### config.mk
export PLATFORM = sky130hd
export DESIGN_NAME = weekday_alarm_and_window_events
export DESIGN_NICKNAME = d
export VERILOG_FILES = /design/src/rtl/wae_pkg.sv /design/src/rtl/wae_eval.sv /design/src/rtl/weekday_alarm_and_window_events.sv
export VERILOG_INCLUDE_DIRS = /design/src /design/src/rtl
export SDC_FILE = /design/constraint.sdc
export NUM_CORES = 1
export LEC_CHECK = 0
export BUFFER_PORTS_ARGS = -buffer_cell sky130_fd_sc_hd__buf_2
export CORE_MARGIN = 4
export CORE_UTILIZATION = 55
export DETAILED_ROUTE_END_ITERATION = 6
export PLACE_DENSITY_LB_ADDON = 0.12
export SKIP_LAST_GASP = 1
export SLEW_MARGIN = 25
export SYNTH_ARGS = -nofsm -noshare
export SYNTH_HDL_FRONTEND = slang
export SYNTH_SLANG_ARGS = --single-unit
### constraint.sdc
create_clock -name clk -period 3.9 [get_ports clk]
set_input_delay 0.39 -clock clk [delete_from_list [all_inputs] [get_ports clk]]
set_output_delay 0.39 -clock clk [all_outputs]
set_load 0.005 [all_outputs]
### src/rtl/weekday_alarm_and_window_events_assert.svh
// Assertion macros shared by the RTL of the weekday alarm block.
// Include guard and synthesis fallback below; no other dependencies.
`ifndef WEEKDAY_ALARM_AND_WINDOW_EVENTS_ASSERT_SVH
`define WEEKDAY_ALARM_AND_WINDOW_EVENTS_ASSERT_SVH
`ifndef SYNTHESIS
// Same-cycle implication, checked at every rising clock edge outside reset.
`define WAE_ASSERT_IMP(label, clk, rst_n, ante, cons, msg) \
    label: assert property (@(posedge clk) disable iff (!rst_n) (ante) |-> (cons)) \
        else $error(msg);
// Next-cycle implication.
`define WAE_ASSERT_NXT(label, clk, rst_n, ante, cons, msg) \
    label: assert property (@(posedge clk) disable iff (!rst_n) (ante) |=> (cons)) \
        else $error(msg);
`else
`define WAE_ASSERT_IMP(label, clk, rst_n, ante, cons, msg)
`define WAE_ASSERT_NXT(label, clk, rst_n, ante, cons, msg)
`endif
`endif

### src/rtl/wae_pkg.sv
// Package for the weekday alarm block: types, register map, event codes.
// Used by wae_eval and weekday_alarm_and_window_events; no dependencies.
`default_nettype none
package wae_pkg;

    localparam int NUM_ALARMS_MAX = 4;
    localparam int ALARM_W        = 18;
    localparam int HOUR_W         = 5;
    localparam int MIN_W          = 6;
    localparam int WDAY_W         = 3;
    localparam int MOD_W          = 11;
    localparam int MASK_W         = 7;

    localparam logic [31:0]      POLL_INTERVAL_MS = 32'd1000;
    localparam logic [MOD_W-1:0] NO_MINUTE        = 11'd2047;

    // Event set bit positions: alarms in the low bits, then quiet, then period.
    localparam int EV_QUIET  = NUM_ALARMS_MAX;
    localparam int EV_PERIOD = NUM_ALARMS_MAX + 1;
    localparam int EV_BITS   = NUM_ALARMS_MAX + 2;

    localparam logic [1:0] KIND_ALARM       = 2'd0;
    localparam logic [1:0] KIND_QUIET_START = 2'd1;
    localparam logic [1:0] KIND_QUIET_END   = 2'd2;
    localparam logic [1:0] KIND_PERIOD      = 2'd3;

    localparam logic [1:0] PERIOD_NIGHT     = 2'd0;
    localparam logic [1:0] PERIOD_MORNING   = 2'd1;
    localparam logic [1:0] PERIOD_AFTERNOON = 2'd2;
    localparam logic [1:0] PERIOD_EVENING   = 2'd3;

    localparam int          ADDR_W = 5;
    localparam logic [2:0] REG_ALARM_0     = 3'd0;
    localparam logic [2:0] REG_ALARM_1     = 3'd1;
    localparam logic [2:0] REG_ALARM_2     = 3'd2;
    localparam logic [2:0] REG_ALARM_3     = 3'd3;
    localparam logic [2:0] REG_QUIET_START = 3'd4;
    localparam logic [2:0] REG_QUIET_END   = 3'd5;

    localparam logic [HOUR_W-1:0] QUIET_START_RST = 5'd23;
    localparam logic [HOUR_W-1:0] QUIET_END_RST   = 5'd7;

    typedef struct packed {
        logic [31:0]       now_ms;
        logic              clock_ready;
        logic [HOUR_W-1:0] hour;
        logic [MIN_W-1:0]  minute;
        logic [WDAY_W-1:0] weekday;
    } sample_t;

    typedef struct packed {
        logic [31:0]      last_poll_time;
        logic [MOD_W-1:0] last_minute_of_day;
        logic             quiet_active;
        logic [1:0]       day_period;
    } state_t;

    typedef struct packed {
        logic [EV_BITS-1:0] mask;
        logic               quiet_on;
        logic [1:0]         period;
    } evset_t;

    function automatic logic [1:0] period_of(input logic [HOUR_W-1:0] hour);
        logic [1:0] p;
        if (hour >= 5'd6 && hour < 5'd12) p = PERIOD_MORNING;
        else if (hour >= 5'd12 && hour < 5'd18) p = PERIOD_AFTERNOON;
        else if (hour >= 5'd18 && hour < 5'd23) p = PERIOD_EVENING;
        else p = PERIOD_NIGHT;
        return p;
    endfunction

endpackage
`default_nettype wire

### src/rtl/wae_eval.sv
// Evaluation of one sample against the alarm slots, quiet window and period.
// Pure combinational logic; depends on wae_pkg.
`default_nettype none
module wae_eval
    import wae_pkg::*;
#(
    parameter int NUM_ALARMS = NUM_ALARMS_MAX
) (
    input  sample_t                  sample,
    input  state_t                   cur,
    input  logic [ALARM_W-1:0]       alarm [NUM_ALARMS_MAX],
    input  logic [HOUR_W-1:0]        quiet_start,
    input  logic [HOUR_W-1:0]        quiet_end,
    output state_t                   nxt,
    output evset_t                   events
);

    logic [31:0]         elapsed;
    logic                poll_ok;
    logic [MOD_W-1:0]    minute_of_day;
    logic                new_minute;
    logic                quiet;
    logic [1:0]          period;
    logic [NUM_ALARMS_MAX-1:0] hits;

    // Hour times 60 as hour*64 - hour*4.
    assign minute_of_day = {sample.hour, 6'd0} - MOD_W'({sample.hour, 2'd0})
                           + MOD_W'(sample.minute);
    assign elapsed    = sample.now_ms - cur.last_poll_time;
    assign poll_ok    = sample.clock_ready && (elapsed >= POLL_INTERVAL_MS);
    assign new_minute = poll_ok && (minute_of_day != cur.last_minute_of_day);

    always_comb
    begin
        if (quiet_start <= quiet_end)
        begin
            quiet = (sample.hour >= quiet_start) && (sample.hour < quiet_end);
        end
        else
        begin
            quiet = (sample.hour >= quiet_start) || (sample.hour < quiet_end);
        end
    end

    assign period = period_of(sample.hour);

    genvar i;
    generate
        for (i = 0; i < NUM_ALARMS_MAX; i++) begin : g_slot
            logic [MASK_W:0] day_mask;
            assign day_mask = {1'b0, alarm[i][MASK_W-1:0]};
            if (i < NUM_ALARMS) begin : g_on
                // Weekday 7 lands on the padding zero and matches nothing.
                assign hits[i] = (alarm[i][MASK_W-1:0] != '0)
                                 && (alarm[i][ALARM_W-1 -: HOUR_W] == sample.hour)
                                 && (alarm[i][MASK_W +: MIN_W] == sample.minute)
                                 && day_mask[sample.weekday];
            end
            else begin : g_off
                assign hits[i] = 1'b0 & day_mask[0];
            end
        end
    endgenerate

    always_comb
    begin
        nxt         = cur;
        events.mask = '0;
        events.quiet_on = quiet;
        events.period   = period;
        if (poll_ok)
        begin
            nxt.last_poll_time = sample.now_ms;
        end
        if (new_minute)
        begin
            nxt.last_minute_of_day = minute_of_day;
            nxt.quiet_active       = quiet;
            nxt.day_period         = period;
            events.mask[NUM_ALARMS_MAX-1:0] = hits;
            events.mask[EV_QUIET]  = (quiet != cur.quiet_active);
            events.mask[EV_PERIOD] = (period != cur.day_period);
        end
    end

endmodule
`default_nettype wire

### src/rtl/weekday_alarm_and_window_events.sv
// Top level of the weekday alarm and quiet-window event block.
// Instantiates wae_eval; depends on wae_pkg and the assertion macro header.
//
// Usage: samples arrive on the s_ stream (one sample per transaction), events
// leave on the m_ stream (one event per transaction, m_tlast on the last event
// of a sample). The user must set alarm slots and quiet hours through the APB
// port while the block is idle; the block itself does not enforce this.
// Path: a sample waits in the input register, where it is evaluated, and its events
// go to the event register, which drives m_tvalid; a sample that causes no event
// leaves the input register and offers nothing. Throughput: one sample per cycle
// when it causes at most one event and m_tready is high; a sample with n events
// (up to 6) holds the result channel until its last event is taken. This is set
// by the result channel, which moves one event per cycle out of the event register
// while m_tready is high and the next sample waits in the input register.
// Reset: configuration returns to defaults (alarms off, quiet 23 to 7), no
// poll recorded, no minute checked, not quiet, night period.
// Stall: while m_tready is low the current event holds; one more sample is
// taken into the input register, after which s_tready stays low.
`default_nettype none
`include "weekday_alarm_and_window_events_assert.svh"
module weekday_alarm_and_window_events
    import wae_pkg::*;
#(
    parameter int NUM_ALARMS = NUM_ALARMS_MAX
) (
    input  logic              clk,
    input  logic              rst_n,
    // APB configuration port
    input  logic              psel,
    input  logic              penable,
    input  logic              pwrite,
    input  logic [ADDR_W-1:0] paddr,
    input  logic [31:0]       pwdata,
    output logic [31:0]       prdata,
    output logic              pready,
    // Sample stream
    input  logic              s_tvalid,
    output logic              s_tready,
    input  logic [47:0]       s_tdata,   // now_ms[31:0], sample_hour[36:32],
                                         // sample_minute[42:37], weekday[45:43], zeros
    input  logic              s_tuser,   // clock_ready
    // Event stream
    output logic              m_tvalid,
    input  logic              m_tready,
    output logic [7:0]        m_tdata,   // event_value[1:0], zeros
    output logic [1:0]        m_tuser,   // event_kind[1:0]
    output logic              m_tlast    // last_event
);

    logic [ALARM_W-1:0] alarm_reg [NUM_ALARMS_MAX];
    logic [HOUR_W-1:0]  quiet_start_reg;
    logic [HOUR_W-1:0]  quiet_end_reg;

    logic               in_valid_reg;
    sample_t            in_sample_reg;
    state_t             state_reg;
    state_t             state_next;
    evset_t             eval_events;
    logic [EV_BITS-1:0] pend_mask_reg;
    logic [EV_BITS-1:0] pend_mask_next;
    logic               pend_quiet_on_reg;
    logic [1:0]         pend_period_reg;

    logic               cfg_write;
    logic [2:0]         cfg_index;
    logic               advance;
    logic               out_fire;
    logic [EV_BITS-1:0] low_bit;

    // ---------------- configuration ----------------
    assign pready    = 1'b1;
    assign cfg_index = paddr[ADDR_W-1:2];
    assign cfg_write = psel && penable && pwrite && pready;

    always_ff @(posedge clk or negedge rst_n)
    begin
        if (!rst_n)
        begin
            for (int k = 0; k < NUM_ALARMS_MAX; k++)
            begin
                alarm_reg[k] <= '0;
            end
            quiet_start_reg <= QUIET_START_RST;
            quiet_end_reg   <= QUIET_END_RST;
        end
        else if (cfg_write)
        begin
            unique case (cfg_index) inside
                REG_ALARM_0, REG_ALARM_1, REG_ALARM_2, REG_ALARM_3:
                    alarm_reg[cfg_index[1:0]] <= pwdata[ALARM_W-1:0];
                REG_QUIET_START: quiet_start_reg <= pwdata[HOUR_W-1:0];
                REG_QUIET_END:   quiet_end_reg   <= pwdata[HOUR_W-1:0];
                default: ;
            endcase
        end
    end

    always_comb
    begin
        prdata = '0;
        unique case (cfg_index) inside
            REG_ALARM_0, REG_ALARM_1, REG_ALARM_2, REG_ALARM_3:
                prdata = 32'(alarm_reg[cfg_index[1:0]]);
            REG_QUIET_START: prdata = 32'(quiet_start_reg);
            REG_QUIET_END:   prdata = 32'(quiet_end_reg);
            default:         prdata = '0;
        endcase
    end

    // ---------------- input register ----------------
    // The buffered sample moves on once the event register is empty or
    // hands over its last event in this cycle.
    assign out_fire = m_tvalid && m_tready;
    assign advance  = in_valid_reg && ((pend_mask_reg == '0) || (out_fire && m_tlast));
    assign s_tready = !in_valid_reg || advance;

    always_ff @(posedge clk or negedge rst_n)
    begin
        if (!rst_n)
        begin
            in_valid_reg <= 1'b0;
        end
        else if (s_tready)
        begin
            in_valid_reg <= s_tvalid;
        end
    end

    always_ff @(posedge clk)
    begin
        if (s_tvalid && s_tready)
        begin
            in_sample_reg.now_ms      <= s_tdata[31:0];
            in_sample_reg.clock_ready <= s_tuser;
            in_sample_reg.hour        <= s_tdata[36:32];
            in_sample_reg.minute      <= s_tdata[42:37];
            in_sample_reg.weekday     <= s_tdata[45:43];
        end
    end

    // ---------------- evaluation ----------------
    wae_eval #(
        .NUM_ALARMS (NUM_ALARMS)
    ) u_eval (
        .sample      (in_sample_reg),
        .cur         (state_reg),
        .alarm       (alarm_reg),
        .quiet_start (quiet_start_reg),
        .quiet_end   (quiet_end_reg),
        .nxt         (state_next),
        .events      (eval_events)
    );

    always_ff @(posedge clk or negedge rst_n)
    begin
        if (!rst_n)
        begin
            state_reg.last_poll_time     <= '0;
            state_reg.last_minute_of_day <= NO_MINUTE;
            state_reg.quiet_active       <= 1'b0;
            state_reg.day_period         <= PERIOD_NIGHT;
        end
        else if (advance)
        begin
            state_reg <= state_next;
        end
    end

    // ---------------- event register and drain ----------------
    assign low_bit = pend_mask_reg & (~pend_mask_reg + EV_BITS'(1));

    always_comb
    begin
        pend_mask_next = pend_mask_reg;
        if (advance)
        begin
            pend_mask_next = eval_events.mask;
        end
        else if (out_fire)
        begin
            pend_mask_next = pend_mask_reg & ~low_bit;
        end
    end

    always_ff @(posedge clk or negedge rst_n)
    begin
        if (!rst_n)
        begin
            pend_mask_reg <= '0;
        end
        else
        begin
            pend_mask_reg <= pend_mask_next;
        end
    end

    always_ff @(posedge clk)
    begin
        if (advance)
        begin
            pend_quiet_on_reg <= eval_events.quiet_on;
            pend_period_reg   <= eval_events.period;
        end
    end

    assign m_tvalid = (pend_mask_reg != '0);
    assign m_tlast  = (pend_mask_reg & ~low_bit) == '0;

    always_comb
    begin
        m_tuser = KIND_PERIOD;
        m_tdata = '0;
        if (pend_mask_reg[NUM_ALARMS_MAX-1:0] != '0)
        begin
            m_tuser = KIND_ALARM;
            for (int k = NUM_ALARMS_MAX - 1; k >= 0; k--)
            begin
                if (pend_mask_reg[k])
                begin
                    m_tdata = 8'(k);
                end
            end
        end
        else if (pend_mask_reg[EV_QUIET])
        begin
            m_tuser = pend_quiet_on_reg ? KIND_QUIET_START : KIND_QUIET_END;
        end
        else
        begin
            m_tdata = 8'(pend_period_reg);
        end
    end

    // ---------------- assertions ----------------
    `WAE_ASSERT_IMP(a_stall_only_when_draining, clk, rst_n, !s_tready,
        in_valid_reg && m_tvalid, "input stalled without a pending event")
    `WAE_ASSERT_NXT(a_more_events_follow, clk, rst_n, out_fire && !m_tlast,
        m_tvalid, "event set ended before its last event")
    `WAE_ASSERT_NXT(a_events_loaded, clk, rst_n, advance && (eval_events.mask != '0),
        m_tvalid, "evaluated events were not offered")

endmodule
`default_nettype wire
==> results.py <==
metrics = {
    "timing": {
        "fmax_mhz": 264,
        "final_hold_viol_count": 0,
        "period_share_pct": 97.0,
        "grt_setup_unrepaired": "false",
        "slew_headroom_pct": 34.9,
        "worstMarginPinSlew_ns": 0.975,
        "setup_viol": 0,
        "min_period_ns": 3.78,
        "maxSlewViolCount": 0,
        "clock_skew_ns": 0.0152,
    },
    "route": {
        "wirelength_met1_um": 13400,
        "wl_met3_um": 1460,
        "firstDrtPassIters": 5,
        "maxUsedRoutingLayer": "met4",
        "vias": 9716,
        "ant_nets": 0,
        "via_per_inst": 6.10,
        "met2_length_um": 15900,
        "initialDrtViolationCount": 718,
        "post_drt_wl_per_cell_um": 19.7,
        "drcViolationCount": 0,
        "wirelength_um": 31400,
    },
    "synthesis": {
        "synth_top_area_share_pct": 24.3,
        "synth_warnings": 0,
        "synth.most_common_cell": "dfrtp_1",
        "synthTopCellsByArea": "dfrtp_1 24%, edfxtp_1 12%, mux2_2 7.4%, ha_1 5.2%, mux4_2 4.1%",
        "synth_area_um2": 12100,
        "ys.flop_type": "dfrtp_1",
        "seq_area_frac_synth_pct": 40.7,
        "async_flop_share_pct": 73.0,
        "yosys-top-cells-count": "117 x dfrtp_1, 94 x nand2_1, 87 x nor2_1",
        "syn_avg_cell_area_um2": 10.0,
        "synth-edff-count": 50,
        "yosys_register_bits": 185,
        "yosys.area.top_type": "dfrtp_1",
        "ys_types": 76,
        "syn_inst": 1202,
    },
    "job": {
        "max_cap_viol_count": 0,
    },
    "grt": {
        "groute.usage.overall_pct": 25.8,
        "grt_pass1_vias": 9542,
        "antenna_found_initial": 0,
        "grt_max_degree": 104,
        "grt_pass1_wl_um": 50500,
        "grt_overflow_total": 0,
    },
    "worst_hold_path": {
        "hold_class": "in2async",
    },
    "final_layout": {
        "layout.cells.non_filler": 1592,
        "layout-drive-gt1-share_pct": 25.2,
        "diodes": 0,
        "synthToLayoutAreaGrowth_pct": 13.8,
        "largest_reg_flops": 72,
        "fillers": 1752,
        "final_nets": 1449,
    },
    "cts": {
        "cts_root_buffer": "clkbuf_16",
        "cts_sinks": 185,
        "cts.path.max_buffers": 2,
        "cts_tree": "yes",
        "cts_buffers": 17,
        "h-tree-depth": 4,
        "clk_latency_ns": 0.44,
        "clkTransAtPathRegs_ns": 0.08,
        "holdBufCountCts": 0,
    },
    "setup_path": {
        "r2r_cells": 16,
        "reg2reg_setup_slack_ns": 0.12,
        "r2r_start": "in_sample_reg[15]$_DFFE_PP_",
        "worst_ep_arrival_time_ns": 4.11,
        "cp-end-kind": "register",
        "worstSetupPathType": "reg2reg",
        "start_kind": "register",
        "required_ns": 4.23,
        "worstPathMaxFanout": 12,
        "reg2reg_to": "state_reg[7]$_DFFE_PN1P_",
    },
    "status": {
        "status": "completed",
    },
    "floorplanning": {
        "die-area_um2": 24300,
        "die_w_um": 156,
        "die_y_um": 156,
        "start_util_pct": 56.6,
        "coreArea_um2": 21300,
        "placementRows": 53,
        "io_pins": 139,
    },
    "place": {
        "dp.cells": 1552,
        "place_congestion": 0.951,
        "port_buffers": 99,
        "place_hpwl_um": 22300,
    },
    "power_and_ir_drop": {
        "vdd_ir_drop_max_uv": 562,
        "power.leakage_nw": 5.84,
        "powerDensity_nw_per_um2": 689,
        "p_total_mw": 9.45,
    },
}
-- power breakdown --
part | leakage, nW | switching, mW | internal (mW)
registers | 2.16 | 0.422 | 2.56
clock network | 0.282 | 0.879 | 0.858
logic | 3.40 | 2.71 | 2.03
total | 5.84 | 4.01 | 5.44
-- worst max path at each step --
stage,start,end,slack [ns],cells past startpoint
floorplan,in_sample_reg[15]$_DFFE_PP_,state_reg[37]$_DFFE_PN0P_,0.54,15
global placement,in_sample_reg[15]$_DFFE_PP_,pend_mask_reg[3]$_DFFE_PN0P_,0.01,15
detailed placement,in_sample_reg[15]$_DFFE_PP_,state_reg[27]$_DFFE_PN0P_,-0.02,16
CTS,in_sample_reg[15]$_DFFE_PP_,pend_mask_reg[3]$_DFFE_PN0P_,0.002,15
global route,in_sample_reg[15]$_DFFE_PP_,state_reg[20]$_DFFE_PN0P_,0.01,15
finish,in_sample_reg[15]$_DFFE_PP_,state_reg[7]$_DFFE_PN1P_,0.12,16
-- per-layer routing --
layer,up-vias,GRT usage (%)
met1,4772,34.7
met3,39,3.66
met4,0,6.84
met2,293,44.0
met5,-,0
li1,4612,-
-- cells by family (layout without fill, tap and decap cells) --
group,Yosys count,count (layout),synth area share (%)
simple gates,316,316,12.5
compound gates,310,310,17.7
flops,185,185,40.7
buf+inv,154,250,5.81
mux,115,115,12.7
xor+xnor,67,67,5.11
fa+ha+maj,53,53,5.52
other cells,2,21,0.0623
-- placed cells by master, fill, tap and decap left out, types with 17 or more instances in the layout --
master	instances
xor2_1	28
nand2_1	94
mux4_2	22
o21ai_0	62
buf_2	98
dfrtp_1	117
xnor2_1	36
o21a_1	17
dfstp_2	18
nand4_1	20
nor2_1	86
a31oi_1	20
conb_1	21
ha_1	49
edfxtp_1	50
nand3_1	18
inv_1	68
a21oi_1	45
a32oi_1	35
nor2b_1	28
a21o_1	18
buf_4	40
nor3_1	18
mux2_2	79
clkbuf_16	20
-- cell type report --
| class | instances | area (um2) | area share [%] |
|---|---|---|---|
| inverter | 69 | 259 | 1.89 |
| tap | 275 | 344 | 2.51 |
| timing repair buffer | 150 | 1010 | 7.39 |
| multi-input combinational | 882 | 6620 | 48.2 |
| clock buffer | 17 | 425 | 3.10 |
| clock inverter | 14 | 154 | 1.12 |
| sequential | 185 | 4900 | 35.7 |
-- worst max-delay path: stages (launching register included) --
cell and delay (ns):
edfxtp_1 0.40, inv_2 0.10, ha_4 0.15, inv_1 0.05, fa_2 0.32, a21o_1 0.17
a221o_1 0.39, buf_4 0.16, a211oi_2 0.25, o32ai_1 0.15, a311oi_2 0.28, a2111oi_2 0.12
buf_4 0.16, and4_4 0.19, and3b_4 0.25, clkbuf_16 0.19, o41ai_1 0.35
-- timing repair --
action / in CTS / in global routing
setup buffers: 0 / 5
gates resized for setup: 3 / 21
endpoints found under the setup margin: 41 / 52
cloned: 0 / 4
pin swaps: 0 / 5
-- metrics by stage --
| step | setup WS, ns | instance area, um2 | hold WS (ns) | TNS, ns | utilization, % |
|---|---|---|---|---|---|
| 6_report | 0.116 | 13700 | 0.0372 | 0 | 64.4 |
| 5_1_grt | 0.0101 | 13700 | 0.112 | 0 | 64.4 |
| 4_1_cts | 0.00194 | 13500 | 0.109 | 0 | 63.6 |
| 3_5_place_dp | -0.0239 | 12900 | 0.483 | -0.0597 | 60.8 |
| 3_3_place_gp | 0.00982 | 12900 | 0.473 | 0 | 60.8 |
| 2_1_floorplan | 0.542 | 12100 | 0.0944 | 0 | - |
(Power assumes the default switching activity.)
